File: src/hw/rtl/m4inv_pkg.sv
// Shared types, widths and constant tables for the 4x4 matrix inverse block.
// No dependencies; the lane, merging stage, top level and testbench import it.
`timescale 1ns / 1ps
`default_nettype none

package m4inv_pkg;

	// Default fraction width of the Q-format elements.
	localparam int FRAC_BITS_DEF = 16;

	// One matrix row as stored: four 32-bit elements, column 0 in the low bits.
	localparam int ELEM_W = 32;
	localparam int ROW_W  = 4 * ELEM_W;
	localparam int ROWS   = 4;

	// Exact widths: a cofactor is below 2^96, the determinant below 2^129.
	localparam int COF_W = 97;
	localparam int DET_W = 130;

	// Row number that closes a matrix and starts the inversion.
	localparam logic [1:0] LAST_ROW = 2'd3;

	// The six permutations of a 3x3 determinant and their parity.
	localparam logic [1:0] PERM0 [6] = '{2'd0, 2'd1, 2'd2, 2'd0, 2'd2, 2'd1};
	localparam logic [1:0] PERM1 [6] = '{2'd1, 2'd2, 2'd0, 2'd2, 2'd1, 2'd0};
	localparam logic [1:0] PERM2 [6] = '{2'd2, 2'd0, 2'd1, 2'd1, 2'd0, 2'd2};
	localparam logic       PERM_NEG [6] = '{1'b0, 1'b0, 1'b0, 1'b1, 1'b1, 1'b1};

	// Control from the top level to each lane.
	typedef struct packed {
		logic start;
		logic div_go;
	} lane_ctl_t;

	// Status from each lane to the top level.
	typedef struct packed {
		logic cof_done;
		logic div_done;
	} lane_st_t;

	// Determinant as sign and magnitude, with a zero flag.
	typedef struct packed {
		logic [DET_W-1:0] mag;
		logic             neg;
		logic             zero;
	} det_t;

endpackage

`default_nettype wire

File: src/hw/rtl/m4inv_merge.sv
// Merging stage: adds the four lane shares of the determinant in a registered
// tree and returns sign, magnitude and zero flag. Uses m4inv_pkg.
`timescale 1ns / 1ps
`default_nettype none

module m4inv_merge import m4inv_pkg::*; (
	input  wire logic               clk,
	input  wire logic               arst_n,
	input  wire logic               go,
	input  wire logic signed [DET_W-1:0] e [4],
	output det_t                    det,
	output logic                    valid
);

	logic signed [DET_W-1:0] s01_s1, s23_s1, sum_s2;
	logic                    v_s1, v_s2, v_s3;
	det_t                    det_s3;

	// Valid pipeline.
	always_ff @(posedge clk or negedge arst_n) begin
		if (!arst_n) begin
			v_s1 <= 1'b0;
			v_s2 <= 1'b0;
			v_s3 <= 1'b0;
		end else begin
			v_s1 <= go;
			v_s2 <= v_s1;
			v_s3 <= v_s2;
		end
	end

	// Adder tree and sign-magnitude conversion.
	always_ff @(posedge clk) begin
		s01_s1      <= e[0] + e[1];
		s23_s1      <= e[2] + e[3];
		sum_s2      <= s01_s1 + s23_s1;
		det_s3.neg  <= sum_s2[DET_W-1];
		det_s3.zero <= (sum_s2 == '0);
		det_s3.mag  <= sum_s2[DET_W-1] ? DET_W'(-sum_s2) : DET_W'(sum_s2);
	end

	assign det   = det_s3;
	assign valid = v_s3;

endmodule

`default_nettype wire

File: config.mk
export PLATFORM = sky130hd
export DESIGN_NAME = m4inv_merge
export DESIGN_NICKNAME = d
export VERILOG_FILES = /design/src/hw/rtl/m4inv_pkg.sv /design/src/hw/rtl/m4inv_merge.sv
export SDC_FILE = /design/constraint.sdc
export NUM_CORES = 1
export LEC_CHECK = 0
export ABC_CLOCK_PERIOD_IN_PS = 6920
export BUFFER_PORTS_ARGS = -buffer_cell sky130_fd_sc_hd__buf_2
export CAP_MARGIN = 0
export CELL_PAD_IN_SITES_DETAIL_PLACEMENT = 1
export CELL_PAD_IN_SITES_GLOBAL_PLACEMENT = 1
export CORE_MARGIN = 2
export CORE_UTILIZATION = 46
export DETAILED_ROUTE_END_ITERATION = 10
export GPL_TIMING_DRIVEN = 0
export PLACE_DENSITY = 0.92
export SLEW_MARGIN = 10
export SYNTH_ARGS = -nofsm -noshare
export SYNTH_HDL_FRONTEND = slang
export SYNTH_SLANG_ARGS = --single-unit
File: constraint.sdc
create_clock -name clk -period 6.92 [get_ports clk]
set_clock_uncertainty 0.2 [all_clocks]
set_input_delay 1.038 -clock clk [delete_from_list [all_inputs] [get_ports clk]]
set_output_delay 1.038 -clock clk [all_outputs]
set_load 0.01 [all_outputs]
* Yosys cells after proc, flatten, opt, wreduce, memory -nomap -nowiden
Index checks and enable logic that the tools add are counted.
** Word-level totals
- Output and inout bits :: 133
- Flip-flop bits (word level) :: 525
- Bits in read-only memories :: 0
- Logic and storage cells :: 16
- Bits of input ports :: 523
- Bits in latches :: 0
- Memories kept :: 0
- Bits in writable memories :: 0
** Operators by class
- Multipliers :: 0
- Reductions and logical operators :: 1
- Equal/unequal tests :: 0
- $add $sub $neg :: 4
- Shift-type cells :: 0
- Bitwise logic cells :: 0
- Div/mod/pow operators :: 0
- Muxes and demuxes :: 1
- $lt $le $gt $ge :: 0
** Operators with widths (count)
- adder 130 bit :: 3
- zero test 130 bit :: 1
- negation 130 bit :: 1
- two-way mux 129 bit :: 1

* Longest topological paths before layout
Gate-level depths: netlist of run 1.
- Depth after elaboration :: 2
- Depth in mapped cells :: 15
- Gate-level depth less buffers :: 15

* Least setup slack after synthesis of run 1
No wires, ideal clock.
- Path kind :: in2reg
- Start :: in e[260] (netlist bit)
- End :: reg s01_s1[124]
- Buffers on the path :: 0
- Setup time :: 0.072 ns
- Path slack :: 2.187 ns
- Stages on the path :: 15
- Data arrival time :: 4.461 ns
- Cells stage by stage :: ha_1 -> inv_1 -> fa_1 -> nand2b_1 -> a21o_1 -> a211oi_1 -> o21bai_1 -> o21bai_1 -> a21oi_1 -> o21ba_2 -> o41ai_1 -> o211ai_1 -> o41a_1 -> o21ai_0 -> xor2_1
** On the way
- Cells in the longest elaborated chain, start to end :: 1
** RTL lines
- start: declaration :: RTL line m4inv_merge.sv:10 : input wire logic signed [DET_W-1:0] e [4],
- adder 130 bit :: RTL line m4inv_merge.sv:34 : s01_s1 <= e[0] + e[1];
- end signal: assignment :: RTL line m4inv_merge.sv:34
- end: declaration :: RTL line m4inv_merge.sv:15 : logic signed [DET_W-1:0] s01_s1, s23_s1, sum_s2;
No other way between the ends.
A chain may end at the register's enable or synchronous reset.

* Worst setup path after layout of run 1
- Start :: in e[133] (netlist bit)
- End :: reg s23_s1[129]
** On the way
- Cells in the longest elaborated chain, start to end :: 1
** RTL lines
- adder 130 bit :: RTL line m4inv_merge.sv:35 : s23_s1 <= e[2] + e[3];
- end signal: assignment :: RTL line m4inv_merge.sv:35
- end: declaration :: RTL line m4inv_merge.sv:15
No other way between the ends.

==> results of run 1 <==
-- power by group through the flow --
stage                     registers (mW)  logic, mW  clock network [mW]
after floorplan                     5.04       5.02                   0
after global placement              5.01       7.83                   0
after detailed placement            5.13       8.12                   0
after CTS                           5.11       8.33                3.09
after global routing                5.23       9.10                3.22
final                               5.14       8.56                3.08
-- layout make-up --
class / count / area, µm²
antenna: 16 / 40.0
buffer: 218 / 826
clock buffer: 69 / 1460
clock inverter: 31 / 404
fill: 10297 / 37400
inverter: 130 / 488
multi-input combinational: 3867 / 26200
sequential: 525 / 10500
tap: 1070 / 1340
timing repair buffer: 657 / 3300
-- Yosys cell counts (9+ instances only) --
| cell | count | share of area |
|---|---|---|
| a21oi_1 | 566 | 0.075 |
| dfxtp_1 | 522 | 0.28 |
| nand2_1 | 394 | 0.039 |
| ha_1 | 388 | 0.13 |
| o21ai_0 | 354 | 0.047 |
| xnor2_1 | 336 | 0.077 |
| nor2_1 | 286 | 0.028 |
| a21o_1 | 245 | 0.048 |
| clkbuf_1 | 212 | 0.021 |
| nand4_1 | 192 | 0.032 |
| xor2_1 | 172 | 0.040 |
| inv_1 | 130 | 0.013 |
| o21bai_1 | 110 | 0.022 |
| nor3_1 | 85 | 0.011 |
| o31ai_1 | 65 | 0.013 |
| nand3_1 | 62 | 0.0082 |
| o21a_1 | 52 | 0.010 |
| a31oi_1 | 49 | 0.0081 |
| nand2b_1 | 44 | 0.0072 |
| nor4_1 | 39 | 0.0064 |
| o41ai_1 | 33 | 0.0076 |
| or3_1 | 31 | 0.0051 |
| o211ai_1 | 30 | 0.0059 |
| and3_1 | 27 | 0.0044 |
| or2_2 | 27 | 0.0044 |
| a21boi_0 | 24 | 0.0047 |
| nor2b_1 | 24 | 0.0040 |
| or4_1 | 23 | 0.0045 |
| a211oi_1 | 22 | 0.0043 |
| and2_1 | 19 | 0.0031 |
| and4_1 | 19 | 0.0044 |
| a221oi_1 | 18 | 0.0042 |
| o221ai_1 | 13 | 0.0030 |
| a211o_1 | 9 | 0.0021 |
-- stage by stage --
stage	setup slack, ns	TNS [ns]	util	hold slack [ns]
after floorplan	2.19	0	-	0.131
after global placement	-0.100	-0.100	0.520	0.142
after detailed placement	-0.248	-0.248	0.520	0.142
after CTS	0.421	0	0.543	0.165
after global routing	0.132	0	0.543	0.180
final	0.301	0	0.543	0.159
-- sequential cells by signal (all words and copies together) (netlist names) --
register and count:
valid 1, v_s1 1, sum_s2 130, det 132
s23_s1 130, v_s2 1, s01_s1 130
-- routing by layer --
metal / wire length, µm / up-vias / global-route usage
li1: - / 18781 / -
met1: 72400 / 20356 / 0.509
met2: 76300 / 2075 / 0.617
met3: 13900 / 394 / 0.0636
met4: 7380 / 12 / 0.155
met5: 77 / - / 0
-- what timing repair did --
| item | 4_1_cts | 5_1_grt |
|---|---|---|
| hold buffers | 1 | 0 |
| gates resized for setup | 0 | 0 |
| setup buffers | 0 | 0 |
| endpoints found under the setup margin | 0 | 0 |
| hold endpoints to repair | 3 | 0 |
-- logic make-up (layout without fill, tap and decap cells) --
kind of cell             count (synthesis)  in the layout  synth area share
AO/OA/AOI/OAI                         1665           1665             0.272
AND/OR/NAND/NOR                       1302           1302             0.169
flip-flops                             525            525             0.277
XOR/XNOR                               508            508             0.117
adder cells (fa/ha/maj)                391            391             0.129
buffers and inverters                  348           1105            0.0346
multiplexers                             1              1          0.000264
other                                    0             16                 0
-- worst max-delay path by stage --
stage                                      to  slack (ns)
after global routing      s23_s1[129]$_DFF_P_        0.13
after detailed placement  s23_s1[129]$_DFF_P_       -0.25
after global placement    s23_s1[129]$_DFF_P_       -0.10
after CTS                 s23_s1[129]$_DFF_P_        0.42
final                     s23_s1[129]$_DFF_P_        0.30
after floorplan           s01_s1[124]$_DFF_P_        2.19
-- critical path: stages --
cell and delay, ns:
buf_2 0.11, ha_1 0.35, o21ai_0 0.15, o21ai_0 0.44
a211oi_1 0.33, o21ai_0 0.45, nand3_1 0.22, a2111oi_0 0.74
o21ai_0 0.26, a211oi_1 0.82, nor2_1 0.20, o21ai_0 0.49
mux2i_1 0.17, a2111oi_0 1.07
==> flow_metrics.py, run 1 <==
metrics = {
    "status": {
        "status": "completed",
    },
    "clock_tree": {
        "cts_buffers": 53,
        "tritoncts": "yes",
        "path_clk_slew_ns": 0.06,
        "cts_htree_levels": 2,
        "worst_skew_pair.late_latency_ns": 0.64,
        "cts.sinks": 525,
        "cts_root_buf": "clkbuf_16",
        "clockBufferDepth": 3,
    },
    "place": {
        "port_buffers": 655,
        "place_inst": 6466,
        "gp_congestion": 0.992,
        "dp_hpwl_um": 139000,
        "dpl-instance-area_um2": 42600,
    },
    "hold_path": {
        "hp-start": "v_s1$_DFF_PN0_",
        "whs_endpoint": "v_s2$_DFF_PN0_",
        "holdPathStages": 0,
        "hp-class": "reg -> reg",
    },
    "power": {
        "p_comb_frac": 0.510,
        "pwr_density_cell_nw_per_um2": 377,
        "power_mw": 16.8,
        "power_switching_share": 0.459,
        "seq_power_share": 0.306,
        "p_int_mw": 9.08,
        "power_frac_clock": 0.183,
        "leakage_nw": 19.6,
        "switching_power_mw": 7.70,
        "peakVddDrop_mv": 0.285,
    },
    "detailed_routing": {
        "via_count": 41618,
        "avgViaCountPerCell": 6.32,
        "drtPass1Iterations": 6,
        "drc": 0,
        "ant_nets": 0,
        "drtIter0Drc": 3971,
        "finalWirelength_um": 170000,
        "wl_per_cell_um": 25.8,
    },
    "synthesis": {
        "seq_area_frac_synth": 0.277,
        "postSynthCellCount": 4740,
        "synth_warnings": 0,
        "ys_seq_elements": 525,
        "yosysUniqueCellTypes": 79,
        "synth_nets": 5654,
        "ys_async_sr_fraction": 0.00571,
        "synth-edff-count": 0,
        "synthesis.area_um2": 38000,
        "syn_area_per_cell_um2": 8.01,
        "synth_ff_type": "dfxtp_1",
    },
    "global_routing": {
        "grt_pass1_vias": 42207,
        "grt_antenna_before_repair": 31,
        "grt_max_degree": 16,
        "grt_pass1_wl_um": 255000,
        "grt_usage": 0.383,
        "grt-ovfl-total": 0,
    },
    "timing": {
        "rsz0062_at_grt": "false",
        "maxSlewViolCount": 0,
        "worst_slew_pin_slew_ns": 1.29,
        "relSlewSlack": 0.130,
        "fmax_mhz": 151,
        "min_period_ns": 6.62,
        "finalCritPeriodShare": 0.957,
        "hold_viol": 0,
        "setup_viol": 0,
    },
    "run": {
        "max_cap_viol_count": 0,
    },
    "finish": {
        "fin_cells": 6583,
        "layout_commonest_cell": "buf_2",
        "final_cell_mix": "buf_2, a21oi_1, dfxtp_1, nand2_1, ha_1",
        "drive_above_1_share": 0.146,
        "postLayoutCellArea_um2": 44500,
        "fin_nets": 6366,
        "area_delta_synth_final_pct": 17.2,
    },
    "critical_path": {
        "r2r-start": "s01_s1[0]$_DFF_P_",
        "crit_path_max_fanout": 4,
        "cp_data_required_time_ns": 7.13,
        "ff2ff_path_depth": 15,
        "crit_arrival_ns": 6.83,
        "critPathCaptureType": "flop",
        "cp-start-kind": "input port",
        "worstReg2RegEnd": "sum_s2[128]$_DFF_P_",
        "path_class": "in -> reg",
        "startpoint": "e[133]",
        "rrSetupSlack_ns": 1.15,
    },
    "die": {
        "core-area_um2": 82000,
        "ios": 656,
        "fp.dieW_um": 291,
        "die_y_um": 291,
        "initial_core_util": 0.463,
        "die_area_um2": 84900,
        "placementRows": 105,
    },
}
Note: power is estimated with default switching activity, not from simulation.
==> run 2: changes to the inputs <==
--- a/config.mk
+++ b/config.mk
@@ -5,16 +5,16 @@
 export SDC_FILE = /design/constraint.sdc
 export NUM_CORES = 1
 export LEC_CHECK = 0
-export ABC_CLOCK_PERIOD_IN_PS = 6920
+export ABC_CLOCK_PERIOD_IN_PS = 5660
 export BUFFER_PORTS_ARGS = -buffer_cell sky130_fd_sc_hd__buf_2
 export CAP_MARGIN = 0
 export CELL_PAD_IN_SITES_DETAIL_PLACEMENT = 1
 export CELL_PAD_IN_SITES_GLOBAL_PLACEMENT = 1
 export CORE_MARGIN = 2
-export CORE_UTILIZATION = 46
+export CORE_UTILIZATION = 38
 export DETAILED_ROUTE_END_ITERATION = 10
 export GPL_TIMING_DRIVEN = 0
-export PLACE_DENSITY = 0.92
+export PLACE_DENSITY = 0.82
 export SLEW_MARGIN = 10
 export SYNTH_ARGS = -nofsm -noshare
 export SYNTH_HDL_FRONTEND = slang
==> constraint.sdc (replaced) <==
create_clock -name clk -period 5.66 [get_ports clk]
set_clock_uncertainty 0.2 [all_clocks]
set_input_delay 0.849 -clock clk [delete_from_list [all_inputs] [get_ports clk]]
set_output_delay 0.849 -clock clk [all_outputs]
set_load 0.01 [all_outputs]
==> run 2 against run 1 <==
Routed wire length shrank 4.5%. Count of clock-buffer cells in the layout increased by 1. Global-route usage is 8.0 points lower. Worst hold slack worse by 0.011 ns. Non-clock buffer count down 1.
==> flow_metrics.py, run 2 (synthesis results as in run 1) <==
metrics = {
    "status": {
        "status": "completed",
    },
    "critical_path": {
        "crit_arrival_ns": 5.97,
        "r2r-start": "s23_s1[0]$_DFF_P_",
        "cp_data_required_time_ns": 5.97,
        "cp-endpoint": "s23_s1[106]$_DFF_P_",
        "startpoint": "e[0]",
        "crit_path_max_fanout": 4,
        "ff2ff_path_depth": 15,
        "worstReg2RegEnd": "sum_s2[128]$_DFF_P_",
        "path_class": "in -> reg",
        "cp-start-kind": "input port",
        "critPathCaptureType": "flop",
        "rrSetupSlack_ns": 0.33,
    },
    "finish": {
        "layout_commonest_cell": "buf_2",
        "fin_nets": 6366,
        "final_cell_mix": "buf_2, a21oi_1, dfxtp_1, nand2_1, ha_1",
        "area_delta_synth_final_pct": 18.1,
        "fin_cells": 6799,
        "drive_above_1_share": 0.147,
        "largest_reg_flops": 132,
        "postLayoutCellArea_um2": 44900,
        "post-route-util": 0.455,
    },
    "timing": {
        "hold_viol": 0,
        "finalSetupTns_ns": 0,
        "min_period_ns": 5.66,
        "fmax_mhz": 177,
        "worst_slew_pin_slew_ns": 1.20,
        "rsz0062_at_grt": "false",
        "relSlewSlack": 0.197,
        "maxSlewViolCount": 0,
        "setup_viol": 0,
        "finalCritPeriodShare": 0.999,
    },
    "die": {
        "fp.dieW_um": 320,
        "placementRows": 115,
        "ios": 656,
        "die_area_um2": 102000,
        "die_y_um": 320,
        "initial_core_util": 0.385,
        "core-area_um2": 98700,
    },
    "clock_tree": {
        "clockBufferDepth": 3,
        "tritoncts": "yes",
        "worst_skew_pair.late_latency_ns": 0.65,
        "cts_buffers": 54,
        "cts.sinks": 525,
        "path_clk_slew_ns": 0.06,
        "cts_htree_levels": 2,
        "cts_root_buf": "clkbuf_16",
    },
    "place": {
        "dp_hpwl_um": 138000,
        "gp_congestion": 0.975,
        "port_buffers": 655,
        "dpl-instance-area_um2": 42900,
        "place_inst": 6682,
    },
    "global_routing": {
        "grt_pass1_vias": 39734,
        "grt-ovfl-total": 0,
        "grt_pass1_wl_um": 243000,
        "grt_usage": 0.303,
        "grt_antenna_before_repair": 32,
        "grt_max_degree": 17,
    },
    "power": {
        "peakVddDrop_mv": 0.284,
        "leakage_nw": 19.7,
        "pwr_density_cell_nw_per_um2": 447,
    },
    "detailed_routing": {
        "drtIter0Drc": 3263,
        "wl_per_cell_um": 23.9,
        "avgViaCountPerCell": 5.88,
        "drtPass1Iterations": 5,
        "finalWirelength_um": 162000,
        "ant_nets": 0,
        "drc": 0,
        "via_count": 40000,
    },
    "hold_path": {
        "hp-start": "v_s1$_DFF_PN0_",
        "hp-class": "reg -> reg",
        "holdPathStages": 0,
    },
    "run": {
        "max_cap_viol_count": 0,
    },
}
==> run 2: cell types whose count changed in the layout (fill, tap and decap cells not counted), sizes merged <==
cell,before,now
clkbuf,281,282
clkdlybuf4s18,1,0
clkinv,14,17
clkinvlp,6,3
inv,135,134
==> run 2: power breakdown <==
part	leakage [nW]	switching, mW	internal [mW]
Sequential	4.44	1.08	5.25
Combinational	14.3	6.25	3.72
Clock	0.919	1.61	2.15
Total	19.7	8.94	11.1
==> run 2: worst min path at each step <==
stage / slack [ns] / to
floorplan: 0.13 / v_s2$_DFF_PN0_
global placement: 0.13 / valid$_DFF_PN0_
detailed placement: 0.14 / v_s2$_DFF_PN0_
CTS: 0.15 / v_s2$_DFF_PN0_
global route: 0.16 / valid$_DFF_PN0_
finish: 0.15 / v_s2$_DFF_PN0_
==> run 2: timing repair <==
item,in CTS,in global routing
endpoints found under the hold margin,3,0
setup buffers,0,0
endpoints found under the setup margin,7,9
resized for setup,8,6
hold buffers,1,0
==> run 2: critical path: stages <==
cell	delay, ns
buf_2	0.08
ha_1	0.19
inv_1	0.07
fa_1	0.40
nand2b_1	0.19
a21oi_1	0.32
o21a_1	0.41
o41ai_1	0.28
o31ai_1	0.68
a21oi_1	0.34
o41ai_4	0.62
a2111o_1	0.25
nand2_1	0.13
o31ai_1	0.64
a41oi_1	0.23
xnor2_1	0.28
==> run 2: routing by layer <==
| metal | up-vias | global-route usage | wire length [µm] |
|---|---|---|---|
| li1 | 18770 | - | - |
| met1 | 19593 | 0.426 | 74900 |
| met2 | 1401 | 0.489 | 73100 |
| met3 | 232 | 0.0282 | 9150 |
| met4 | 4 | 0.0936 | 5170 |
| met5 | - | 0 | 23 |
==> run 2: layout make-up <==
| type | count | area [µm²] |
|---|---|---|
| fill | 12406 | 53800 |
| multi-input combinational | 3867 | 26200 |
| sequential | 525 | 10500 |
| timing repair buffer | 656 | 3290 |
| tap | 1287 | 1610 |
| clock buffer | 70 | 1480 |
| buffer | 218 | 826 |
| inverter | 130 | 488 |
| clock inverter | 30 | 398 |
| antenna | 16 | 40.0 |
==> run 2: through the flow <==
stage	power [mW]	setup WS [ns]	hold WS [ns]
after floorplan	12.3	1.12	0.131
after global placement	15.8	-1.37	0.132
after detailed placement	16.1	-1.25	0.137
after CTS	19.9	0.0133	0.151
after global routing	21.2	0.0194	0.158
final	20.1	0.00294	0.148
